`src/rs485_pkg.sv`:
```
// Shared types, constants and codes for the RS485 idle-gap framer.
// No dependencies; every other file in src imports this package.
package rs485_pkg;

  localparam int NUM_CHANNELS = 4;
  localparam int RX_BUF_BYTES = 2048;
  localparam int MAX_OUT      = 4;
  localparam int QUEUE_DEPTH  = 4;

  localparam int CH_W    = (NUM_CHANNELS > 1) ? $clog2(NUM_CHANNELS) : 1;
  localparam int QPTR_W  = $clog2(QUEUE_DEPTH);
  localparam int QCNT_W  = $clog2(QUEUE_DEPTH + 1);
  localparam int HITS_W  = $clog2(MAX_OUT + 1);
  localparam int SUM_W   = 18;

  localparam logic [3:0]  HDR_SHORT = 4'd10;
  localparam logic [3:0]  HDR_LONG  = 4'd11;
  localparam logic [11:0] COUNT_MAX = 12'hFFF;

  localparam logic [1:0] KIND_STORE = 2'd0;
  localparam logic [1:0] KIND_FRAME = 2'd1;
  localparam logic [1:0] KIND_SEND  = 2'd2;
  localparam logic [1:0] KIND_DONE  = 2'd3;

  localparam logic REG_IDLE_TIMEOUT = 1'b0;
  localparam logic REG_SHORT_HDR    = 1'b1;

  typedef enum logic [1:0] {
    OP_RX       = 2'd0,
    OP_TICK     = 2'd1,
    OP_TX_START = 2'd2,
    OP_TX_EMPTY = 2'd3
  } op_t;

  typedef enum logic {
    BK_RUN,
    BK_FLUSH
  } back_state_t;

  typedef struct packed {
    logic [1:0]  opcode;
    logic [1:0]  port;
    logic [7:0]  rx_data;
    logic [15:0] tx_length;
  } in_item_t;

  typedef struct packed {
    logic [1:0]  kind;
    logic [1:0]  chan;
    logic [1:0]  buffer_id;
    logic [10:0] store_addr;
    logic [7:0]  store_data;
    logic        overflow;
    logic [11:0] frame_len;
    logic [15:0] send_index;
    logic        drive_tx;
    logic        last;
  } out_item_t;

  // Classified event as it sits in the queue.
  typedef struct packed {
    op_t             op;
    logic [CH_W-1:0] chan;
    logic [7:0]      rx_data;
    logic [15:0]     tx_length;
  } cmd_t;

  typedef struct packed {
    logic [15:0] idle_timeout;
    logic [3:0]  short_hdr;
  } cfg_t;

endpackage

```
`src/rs485_front.sv`:
```
// Front end: accepts input words, drops events for absent channels, and
// queues classified commands for the back end. Depends on rs485_pkg.
module rs485_front (
  input  logic              clk,
  input  logic              rst_n,
  input  logic              in_valid,
  output logic              in_stall,
  input  rs485_pkg::in_item_t in_data,
  output logic              q_valid,
  output rs485_pkg::cmd_t   q_cmd,
  input  logic              q_pop
);
  import rs485_pkg::*;

  cmd_t              q_mem_r [QUEUE_DEPTH];
  logic [QPTR_W-1:0] wr_ptr_r, wr_ptr_nxt;
  logic [QPTR_W-1:0] rd_ptr_r, rd_ptr_nxt;
  logic [QCNT_W-1:0] count_r, count_nxt;
  logic              accept;
  logic              keep;
  logic              push;
  logic              pop;
  cmd_t              cmd;

  assign in_stall = (count_r == QCNT_W'(QUEUE_DEPTH));
  assign accept   = in_valid && !in_stall;

  always_comb begin
    cmd.op        = op_t'(in_data.opcode);
    cmd.chan      = CH_W'(in_data.port);
    cmd.rx_data   = in_data.rx_data;
    cmd.tx_length = in_data.tx_length;
    // drop events addressed to a channel that is not built
    keep = (cmd.op == OP_TICK) || (32'(in_data.port) < NUM_CHANNELS);
  end

  assign push    = accept && keep;
  assign pop     = q_pop && q_valid;
  assign q_valid = (count_r != '0);
  assign q_cmd   = q_mem_r[rd_ptr_r];

  always_comb begin
    wr_ptr_nxt = wr_ptr_r;
    rd_ptr_nxt = rd_ptr_r;
    count_nxt  = count_r;
    if (push) begin
      wr_ptr_nxt = (wr_ptr_r == QPTR_W'(QUEUE_DEPTH - 1)) ? '0 : wr_ptr_r + 1'b1;
    end
    if (pop) begin
      rd_ptr_nxt = (rd_ptr_r == QPTR_W'(QUEUE_DEPTH - 1)) ? '0 : rd_ptr_r + 1'b1;
    end
    case ({push, pop})
      2'b10:   count_nxt = count_r + 1'b1;
      2'b01:   count_nxt = count_r - 1'b1;
      default: count_nxt = count_r;
    endcase
  end

  always_ff @(posedge clk) begin
    if (!rst_n) begin
      wr_ptr_r <= '0;
      rd_ptr_r <= '0;
      count_r  <= '0;
    end else begin
      wr_ptr_r <= wr_ptr_nxt;
      rd_ptr_r <= rd_ptr_nxt;
      count_r  <= count_nxt;
    end
  end

  always_ff @(posedge clk) begin
    if (push) begin
      q_mem_r[wr_ptr_r] <= cmd;
    end
  end

endmodule

```
`src/rs485_back.sv`:
```
// Back end: per-channel receive and transmit state, tick sweep of the idle
// timers, and the output word register. Depends on rs485_pkg.
module rs485_back (
  input  logic               clk,
  input  logic               rst_n,
  input  rs485_pkg::cfg_t    cfg,
  input  logic               q_valid,
  input  rs485_pkg::cmd_t    q_cmd,
  output logic               q_pop,
  output logic               out_valid,
  input  logic               out_stall,
  output rs485_pkg::out_item_t out_data
);
  import rs485_pkg::*;

  back_state_t state_r, state_nxt;

  logic        rx_active_r [NUM_CHANNELS];
  logic        rx_active_nxt [NUM_CHANNELS];
  logic [11:0] rx_count_r [NUM_CHANNELS];
  logic [11:0] rx_count_nxt [NUM_CHANNELS];
  logic [15:0] rx_time_r [NUM_CHANNELS];
  logic [15:0] rx_time_nxt [NUM_CHANNELS];
  logic [15:0] tx_rem_r [NUM_CHANNELS];
  logic [15:0] tx_rem_nxt [NUM_CHANNELS];
  logic [15:0] tx_next_r [NUM_CHANNELS];
  logic [15:0] tx_next_nxt [NUM_CHANNELS];
  logic        dir_r [NUM_CHANNELS];
  logic        dir_nxt [NUM_CHANNELS];

  logic [NUM_CHANNELS-1:0] pend_r, pend_nxt;
  logic [NUM_CHANNELS-1:0] expire_mask;
  logic [NUM_CHANNELS-1:0] sweep_mask;
  logic [NUM_CHANNELS-1:0] pend_left;
  logic [HITS_W-1:0]       hits;
  logic [CH_W-1:0]         flush_ch;
  logic [CH_W-1:0]         ch;

  logic      out_valid_r, out_valid_nxt;
  out_item_t out_data_r, out_data_nxt;
  logic      can_emit;
  logic      emit;
  out_item_t res;

  logic [SUM_W-1:0] addr_sum;
  logic             hdr_short;
  logic [15:0]      rem_v;
  logic [15:0]      nxt_v;

  assign can_emit  = !out_valid_r || !out_stall;
  assign out_valid = out_valid_r;
  assign out_data  = out_data_r;
  assign ch        = q_cmd.chan;

  // Channels the tick reaches, and those whose timer has run out; the sweep
  // stops once MAX_OUT frames have ended.
  always_comb begin
    hits = '0;
    for (int c = 0; c < NUM_CHANNELS; c++) begin
      sweep_mask[c]  = (hits < HITS_W'(MAX_OUT));
      expire_mask[c] = sweep_mask[c] && rx_active_r[c] && (rx_time_r[c] == '0);
      if (expire_mask[c]) begin
        hits = hits + 1'b1;
      end
    end
  end

  // Lowest pending channel is reported first.
  always_comb begin
    flush_ch = '0;
    for (int c = NUM_CHANNELS - 1; c >= 0; c--) begin
      if (pend_r[c]) begin
        flush_ch = CH_W'(c);
      end
    end
    pend_left           = pend_r;
    pend_left[flush_ch] = 1'b0;
  end

  always_comb begin
    state_nxt = state_r;
    unique case (state_r)
      BK_RUN: begin
        if (q_valid && can_emit && (q_cmd.op == OP_TICK) && (expire_mask != '0)) begin
          state_nxt = BK_FLUSH;
        end
      end
      BK_FLUSH: begin
        if (can_emit && (pend_left == '0)) begin
          state_nxt = BK_RUN;
        end
      end
      default: state_nxt = BK_RUN;
    endcase
  end

  always_comb begin
    rx_active_nxt = rx_active_r;
    rx_count_nxt  = rx_count_r;
    rx_time_nxt   = rx_time_r;
    tx_rem_nxt    = tx_rem_r;
    tx_next_nxt   = tx_next_r;
    dir_nxt       = dir_r;
    pend_nxt      = pend_r;
    q_pop         = 1'b0;
    emit          = 1'b0;
    res           = '0;
    addr_sum      = '0;
    hdr_short     = 1'b0;
    rem_v         = '0;
    nxt_v         = '0;

    unique case (state_r)
      BK_RUN: begin
        if (q_valid && can_emit) begin
          q_pop         = 1'b1;
          res.chan      = 2'(ch);
          res.buffer_id = 2'(ch) ^ 2'd1;
          res.last      = 1'b1;
          unique case (q_cmd.op) inside
            OP_TICK: begin
              for (int c = 0; c < NUM_CHANNELS; c++) begin
                if (expire_mask[c]) begin
                  rx_active_nxt[c] = 1'b0;
                end else if (sweep_mask[c] && rx_active_r[c]) begin
                  rx_time_nxt[c] = rx_time_r[c] - 1'b1;
                end
              end
              pend_nxt = expire_mask;
            end
            OP_RX: begin
              emit = 1'b1;
              // a new frame starts counting from zero
              rx_count_nxt[ch]  = rx_active_r[ch] ? rx_count_r[ch] : '0;
              rx_active_nxt[ch] = 1'b1;
              hdr_short = (32'(ch) < 4) && cfg.short_hdr[2'(ch)];
              addr_sum  = SUM_W'(rx_count_nxt[ch]) +
                          SUM_W'(hdr_short ? HDR_SHORT : HDR_LONG);
              res.kind       = KIND_STORE;
              res.store_data = q_cmd.rx_data;
              if ((addr_sum < SUM_W'(RX_BUF_BYTES)) && (rx_count_nxt[ch] != COUNT_MAX)) begin
                res.store_addr   = addr_sum[10:0];
                rx_count_nxt[ch] = rx_count_nxt[ch] + 1'b1;
              end else begin
                res.overflow = 1'b1;
              end
              rx_time_nxt[ch] = cfg.idle_timeout;
              res.drive_tx    = dir_r[ch];
            end
            OP_TX_START, OP_TX_EMPTY: begin
              if (q_cmd.op == OP_TX_START) begin
                rem_v = q_cmd.tx_length;
                nxt_v = '0;
                emit  = 1'b1;
              end else begin
                rem_v = tx_rem_r[ch];
                nxt_v = tx_next_r[ch];
                emit  = dir_r[ch];
              end
              if (emit) begin
                if (rem_v != '0) begin
                  res.kind        = KIND_SEND;
                  res.send_index  = nxt_v;
                  res.drive_tx    = 1'b1;
                  tx_rem_nxt[ch]  = rem_v - 1'b1;
                  tx_next_nxt[ch] = nxt_v + 1'b1;
                  dir_nxt[ch]     = 1'b1;
                end else begin
                  res.kind        = KIND_DONE;
                  res.drive_tx    = 1'b0;
                  tx_rem_nxt[ch]  = rem_v;
                  tx_next_nxt[ch] = nxt_v;
                  dir_nxt[ch]     = 1'b0;
                end
              end
            end
            default: ;
          endcase
        end
      end
      BK_FLUSH: begin
        if (can_emit) begin
          emit          = 1'b1;
          res.kind      = KIND_FRAME;
          res.chan      = 2'(flush_ch);
          res.buffer_id = 2'(flush_ch) ^ 2'd1;
          res.frame_len = rx_count_r[flush_ch];
          res.drive_tx  = dir_r[flush_ch];
          res.last      = (pend_left == '0);
          pend_nxt      = pend_left;
        end
      end
      default: ;
    endcase
  end

  always_comb begin
    out_valid_nxt = out_valid_r;
    out_data_nxt  = out_data_r;
    if (emit) begin
      out_valid_nxt = 1'b1;
      out_data_nxt  = res;
    end else if (!out_stall) begin
      out_valid_nxt = 1'b0;
    end
  end

  always_ff @(posedge clk) begin
    if (!rst_n) begin
      state_r     <= BK_RUN;
      pend_r      <= '0;
      out_valid_r <= 1'b0;
      for (int c = 0; c < NUM_CHANNELS; c++) begin
        rx_active_r[c] <= 1'b0;
        rx_count_r[c]  <= '0;
        rx_time_r[c]   <= '0;
        tx_rem_r[c]    <= '0;
        tx_next_r[c]   <= '0;
        dir_r[c]       <= 1'b0;
      end
    end else begin
      state_r     <= state_nxt;
      pend_r      <= pend_nxt;
      out_valid_r <= out_valid_nxt;
      rx_active_r <= rx_active_nxt;
      rx_count_r  <= rx_count_nxt;
      rx_time_r   <= rx_time_nxt;
      tx_rem_r    <= tx_rem_nxt;
      tx_next_r   <= tx_next_nxt;
      dir_r       <= dir_nxt;
    end
  end

  always_ff @(posedge clk) begin
    out_data_r <= out_data_nxt;
  end

endmodule

```
`src/rs485_idle_timeout_framer.sv`:
```
// Top level of the RS485 idle-gap framer: register port, front end queue
// and back end engine. Depends on rs485_pkg, rs485_front, rs485_back.
//
//   port group   direction  handshake            word
//   in_*         input      in_valid / in_stall  in_item_t (event)
//   out_*        output     out_valid/out_stall  out_item_t (result)
//   p*           register   psel/penable/pready  32-bit registers at 0x0, 0x4
//
// A byte or transmit event yields at most one word. A tick first sweeps the
// idle timers, then emits one frame word per ended frame.
// A four-deep queue sits between front and back, so inputs keep flowing
// while the output register is stalled, until the queue is full. Reset is
// synchronous; no clearing pass is needed after it.
module rs485_idle_timeout_framer (
  input  logic                 clk,
  input  logic                 rst_n,
  input  logic                 in_valid,
  output logic                 in_stall,
  input  rs485_pkg::in_item_t  in_data,
  output logic                 out_valid,
  input  logic                 out_stall,
  output rs485_pkg::out_item_t out_data,
  input  logic                 psel,
  input  logic                 penable,
  input  logic                 pwrite,
  input  logic [2:0]           paddr,
  input  logic [31:0]          pwdata,
  output logic [31:0]          prdata,
  output logic                 pready
);
  import rs485_pkg::*;

  logic [15:0] idle_timeout_r;
  logic [3:0]  short_hdr_r;
  logic        cfg_wr;
  logic        q_valid;
  logic        q_pop;
  cmd_t        q_cmd;
  cfg_t        cfg;

  assign pready = 1'b1;
  assign cfg_wr = psel && penable && pwrite;

  always_comb begin
    unique case (paddr[2])
      REG_IDLE_TIMEOUT: prdata = 32'(idle_timeout_r);
      REG_SHORT_HDR:    prdata = 32'(short_hdr_r);
      default:          prdata = '0;
    endcase
  end

  always_ff @(posedge clk) begin
    if (!rst_n) begin
      idle_timeout_r <= 16'd5;
      short_hdr_r    <= '0;
    end else if (cfg_wr) begin
      if (paddr[2] == REG_IDLE_TIMEOUT) begin
        idle_timeout_r <= pwdata[15:0];
      end else begin
        short_hdr_r <= pwdata[3:0];
      end
    end
  end

  assign cfg.idle_timeout = idle_timeout_r;
  assign cfg.short_hdr    = short_hdr_r;

  rs485_front u_front (
    .clk      (clk),
    .rst_n    (rst_n),
    .in_valid (in_valid),
    .in_stall (in_stall),
    .in_data  (in_data),
    .q_valid  (q_valid),
    .q_cmd    (q_cmd),
    .q_pop    (q_pop)
  );

  rs485_back u_back (
    .clk       (clk),
    .rst_n     (rst_n),
    .cfg       (cfg),
    .q_valid   (q_valid),
    .q_cmd     (q_cmd),
    .q_pop     (q_pop),
    .out_valid (out_valid),
    .out_stall (out_stall),
    .out_data  (out_data)
  );

endmodule

```
`config.mk`:
```
export PLATFORM = sky130hd
export DESIGN_NAME = rs485_idle_timeout_framer
export DESIGN_NICKNAME = d
export VERILOG_FILES = /design/src/rs485_pkg.sv /design/src/rs485_front.sv /design/src/rs485_back.sv /design/src/rs485_idle_timeout_framer.sv
export SDC_FILE = /design/constraint.sdc
export NUM_CORES = 1
export LEC_CHECK = 0
export BUFFER_PORTS_ARGS = -buffer_cell sky130_fd_sc_hd__buf_2
export CORE_MARGIN = 2
export CORE_UTILIZATION = 61
export DETAILED_ROUTE_END_ITERATION = 12
export PLACE_DENSITY = 0.81
export SKIP_CTS_REPAIR_TIMING = 1
export SLEW_MARGIN = 30
export SYNTH_ARGS = -nofsm -noshare
export SYNTH_HDL_FRONTEND = slang
export SYNTH_SLANG_ARGS = --single-unit
```
`constraint.sdc`:
```
create_clock -name clk -period 5.6 [get_ports clk]
set_clock_uncertainty 0.1 [all_clocks]
set_input_delay 0.84 -clock clk [delete_from_list [all_inputs] [get_ports clk]]
set_output_delay 0.84 -clock clk [all_outputs]
set_load 0.02 [all_outputs]
```
==> impl_metrics.yaml <==
status:
  status: "completed"
drt:
  drcViolationCount: 0
  drt_iter0_markers: 2213
  final_antenna_net_count: 0
  vias: 18070
  wl_per_cell_um: 20.44
  drt_wl_total_um: 56340
  via_per_inst: 6.554
  drt-pass1-iter-count: 7
timing:
  rsz0062_at_grt: "false"
  tightest_slew_ns: 1.016
  slew_headroom_pct: 31.89
  final.period_utilization_pct: 88.47
  fmax_ghz: 0.2018
  setup_viol: 0
  timing.final.max_slew_violations: 0
  hold_ws_ns: 0.3626
  fin_crit_ns: 4.954
  fin_setup_tns_ns: 0
  hold_violations: 0
grt:
  grt_util_all_layers_pct: 30.05
  grt_max_degree: 114
  antenna_found_initial: 4
  grt_pass1_wl_um: 88890
  grt_pass1_vias: 17050
  grt-ovfl-total: 0
min_path:
  hp-class: "flop to flop"
worst_setup_path:
  arrival_ns: 5.31
  cp-start-kind: "flop"
  crit_fanout: 13
  path_class: "flop to flop"
  critPathCaptureType: "flop"
  cp.required_ns: 5.96
floorplanning:
  initial_utilization_pct: 61.47
  die-area_um2: 37020
  rows: 69
  ios: 161
  coreArea_um2: 35220
  die_y_um: 192.4
  fp.dieW_um: 192.4
logic_synthesis:
  synth_top_flop_cell: "dfxtp_1"
  syn_area_um2: 21650
  synth_edf_count: 167
  ys_async_sr_fraction_pct: 0
  ys_ff_latch: 450
  synth_seq_area_share_pct: 49.32
  ys_types: 84
  yosys_warnings: 0
  syn_inst: 2191
  syn-mean-instance-area_um2: 9.883
power:
  pwr-share-seq_pct: 35.0
  power.switching_mw: 4.904
  power_mw: 12.39
  power.share.combinational_pct: 41.4
  p_per_area_nw_per_um2: 516.5
  switching_share_pct: 39.59
  internal_power_mw: 7.483
  p_leak_nw: 8.633
  vdd_drop_max_v: 0.0003422
  p_clk_share_pct: 23.7
clocking:
  cts_sinks: 450
  tritoncts: "built"
  clk_latency_ns: 0.55
  clk_pin_slew_worst_paths_ns: 0.06
  root_buffer: "clkbuf_16"
  numCtsBuffers: 45
  clk_path_buf_depth: 3
  cts_htree_levels: 2
placed_design:
  io_buffers: 125
  placed_area_um2: 22540
  place_hpwl_um: 35640
  dp_cells: 2671
  gp_congestion: 0.9339
cells_and_area:
  fin_area_um2: 23980
  synthToLayoutAreaGrowth_pct: 10.75
  fill_cells: 2597
  final_cell_count_no_fill: 2757
  fin_nets: 2347
  drive_above_1_share_pct: 15.83
flow_run:
  cap_violations: 0
==> final timing paths <==
kind	slack, ns	cells past startpoint	to	startpoint
min reg2reg	0.36	2	u_back.tx_next_r[16]$_SDFFE_PN0P_	u_back.tx_next_r[16]$_SDFFE_PN0P_
max reg2reg	0.65	16	u_back.rx_count_r[33]$_SDFFE_PN0P_	flop
max	0.65	16	u_back.rx_count_r[33]$_SDFFE_PN0P_	flop
min	0.36	2	u_back.tx_next_r[16]$_SDFFE_PN0P_	u_back.tx_next_r[16]$_SDFFE_PN0P_
==> metal layers <==
layer	track usage, %	wire (µm)	vias to the layer above
met4	10.92	1624	2
met5	0	7	-
met1	39.93	22710	8681
met3	5.710	5344	133
li1	-	-	8251
met2	49.24	26650	1001
==> kinds of logic after synthesis <==
group / count (synthesis) / share of synthesized area (%)
flip-flops: 450 / 49.32
multiplexers: 166 / 11.12
XOR/XNOR: 45 / 1.820
other: 2 / 0.03468
adder cells (fa/ha/maj): 21 / 1.237
AO/OA/AOI/OAI: 620 / 17.39
AND/OR/NAND/NOR: 683 / 14.72
buffers and inverters: 204 / 4.357
==> area by class of cell <==
class | count | area, µm² | share of cell area (%)
Multi-Input combinational cell | 1552 | 10150 | 42.34
Timing Repair Buffer | 174 | 1016 | 4.236
Clock inverter | 25 | 210.2 | 0.8765
Clock buffer | 58 | 1206 | 5.029
Inverter | 34 | 128.9 | 0.5374
Tap cell | 461 | 576.8 | 2.405
Antenna cell | 3 | 7.507 | 0.03130
Sequential cell | 450 | 10680 | 44.54
==> stage by stage <==
| step | setup WS (ns) | utilization [%] |
|---|---|---|
| CTS | 0.7012 | 68.01 |
| finish | 0.6457 | 68.08 |
| detailed placement | 0.7283 | 63.99 |
| global placement | 0.8546 | 63.94 |
| floorplan | 0.7688 | - |
| global route | 0.3145 | 68.07 |
==> worst max-delay path, cell delays in order, from the launching register on <==
cell and delay (ns):
dfxtp_2 0.58, mux4_4 0.85, mux2i_1 0.20, mux2i_1 0.17
buf_4 0.21, and2_1 0.23, ha_1 0.19, inv_1 0.08
ha_1 0.23, or2_0 0.23, o22ai_1 0.21, o2111ai_1 0.21
nor4_1 0.48, buf_4 0.27, nor3_1 0.13, and2_1 0.23
a211oi_1 0.24
==> flip-flops by register name (all words and copies together) (netlist names), named ones only <==
register	flops
idle_timeout_r	16
short_hdr_r	4
u_back.out_data	55
u_back.out_valid	1
u_back.pend_r	4
u_back.rx_active_r	4
u_back.rx_count_r	48
u_back.rx_time_r	64
u_back.state_r	1
u_back.tx_next_r	64
u_back.tx_rem_r	64
u_front.count_r	3
u_front.q_mem_r	112
u_front.rd_ptr_r	2
u_front.wr_ptr_r	2
==> power groups by stage <==
| stage | clock network, mW | registers, mW | logic, mW |
|---|---|---|---|
| detailed placement | 0 | 4.38 | 4.96 |
| global placement | 0 | 4.35 | 4.83 |
| floorplan | 0 | 4.57 | 3.52 |
| CTS | 2.95 | 4.32 | 5.03 |
| finish | 2.93 | 4.33 | 5.13 |
| global route | 3.09 | 4.38 | 5.55 |
==> synthesized netlist by cell type (6+ instances only) <==
master / count / area [µm²]
buf_2: 25 / 125.1
mux2i_1: 80 / 800.8
nor4_1: 14 / 87.58
nor2b_1: 21 / 131.4
a222oi_1: 13 / 130.1
clkbuf_1: 110 / 412.9
o21ai_1: 6 / 30.03
edfxtp_1: 167 / 5015
xor2_1: 23 / 201.4
or3_1: 11 / 68.82
nand2_1: 179 / 671.9
o21ai_0: 180 / 900.9
dfxtp_1: 283 / 5665
nand2b_1: 8 / 50.05
mux2_2: 26 / 292.8
a21oi_1: 222 / 1111
buf_4: 24 / 180.2
mux4_2: 53 / 1194
a211oi_1: 34 / 255.2
nand3_1: 79 / 395.4
ha_1: 19 / 237.7
inv_1: 32 / 120.1
o21a_1: 6 / 45.04
o211ai_1: 15 / 112.6
o31ai_1: 8 / 60.06
and3_1: 23 / 143.9
nand4_1: 30 / 187.7
and2_1: 27 / 168.9
nor2_1: 203 / 762.0
a32o_1: 16 / 160.2
nor3_1: 65 / 325.3
a22oi_1: 16 / 120.1
buf_6: 6 / 67.56
a21o_1: 6 / 45.04
a221oi_1: 7 / 61.31
xnor2_1: 22 / 192.7
a31oi_1: 38 / 237.7
==> layout by cell type (no fill, tap or decap), types with 6 or more instances in the layout <==
| cell type | Yosys | final |
|---|---|---|
| a211oi_1 | 34 | 34 |
| a21o_1 | 6 | 6 |
| a21oi_1 | 222 | 221 |
| a221oi_1 | 7 | 7 |
| a222oi_1 | 13 | 13 |
| a22oi_1 | 16 | 16 |
| a31oi_1 | 38 | 38 |
| a32o_1 | 16 | 16 |
| and2_1 | 27 | 28 |
| and3_1 | 23 | 23 |
| buf_2 | 25 | 124 |
| buf_4 | 24 | 47 |
| clkbuf_1 | 110 | 11 |
| clkbuf_16 | 0 | 46 |
| clkinv_2 | 0 | 15 |
| conb_1 | 2 | 17 |
| dfxtp_1 | 283 | 282 |
| edfxtp_1 | 167 | 167 |
| ha_1 | 19 | 19 |
| inv_1 | 32 | 32 |
| mux2_2 | 26 | 26 |
| mux2i_1 | 80 | 80 |
| mux4_2 | 53 | 52 |
| nand2_1 | 179 | 178 |
| nand2b_1 | 8 | 7 |
| nand3_1 | 79 | 79 |
| nand4_1 | 30 | 30 |
| nor2_1 | 203 | 195 |
| nor2b_1 | 21 | 21 |
| nor3_1 | 65 | 64 |
| nor4_1 | 14 | 13 |
| o211ai_1 | 15 | 15 |
| o21a_1 | 6 | 6 |
| o21ai_0 | 180 | 180 |
| o31ai_1 | 8 | 8 |
| or3_1 | 11 | 11 |
| xnor2_1 | 22 | 22 |
| xor2_1 | 23 | 23 |
Note: power is estimated with default switching activity, not from simulation.
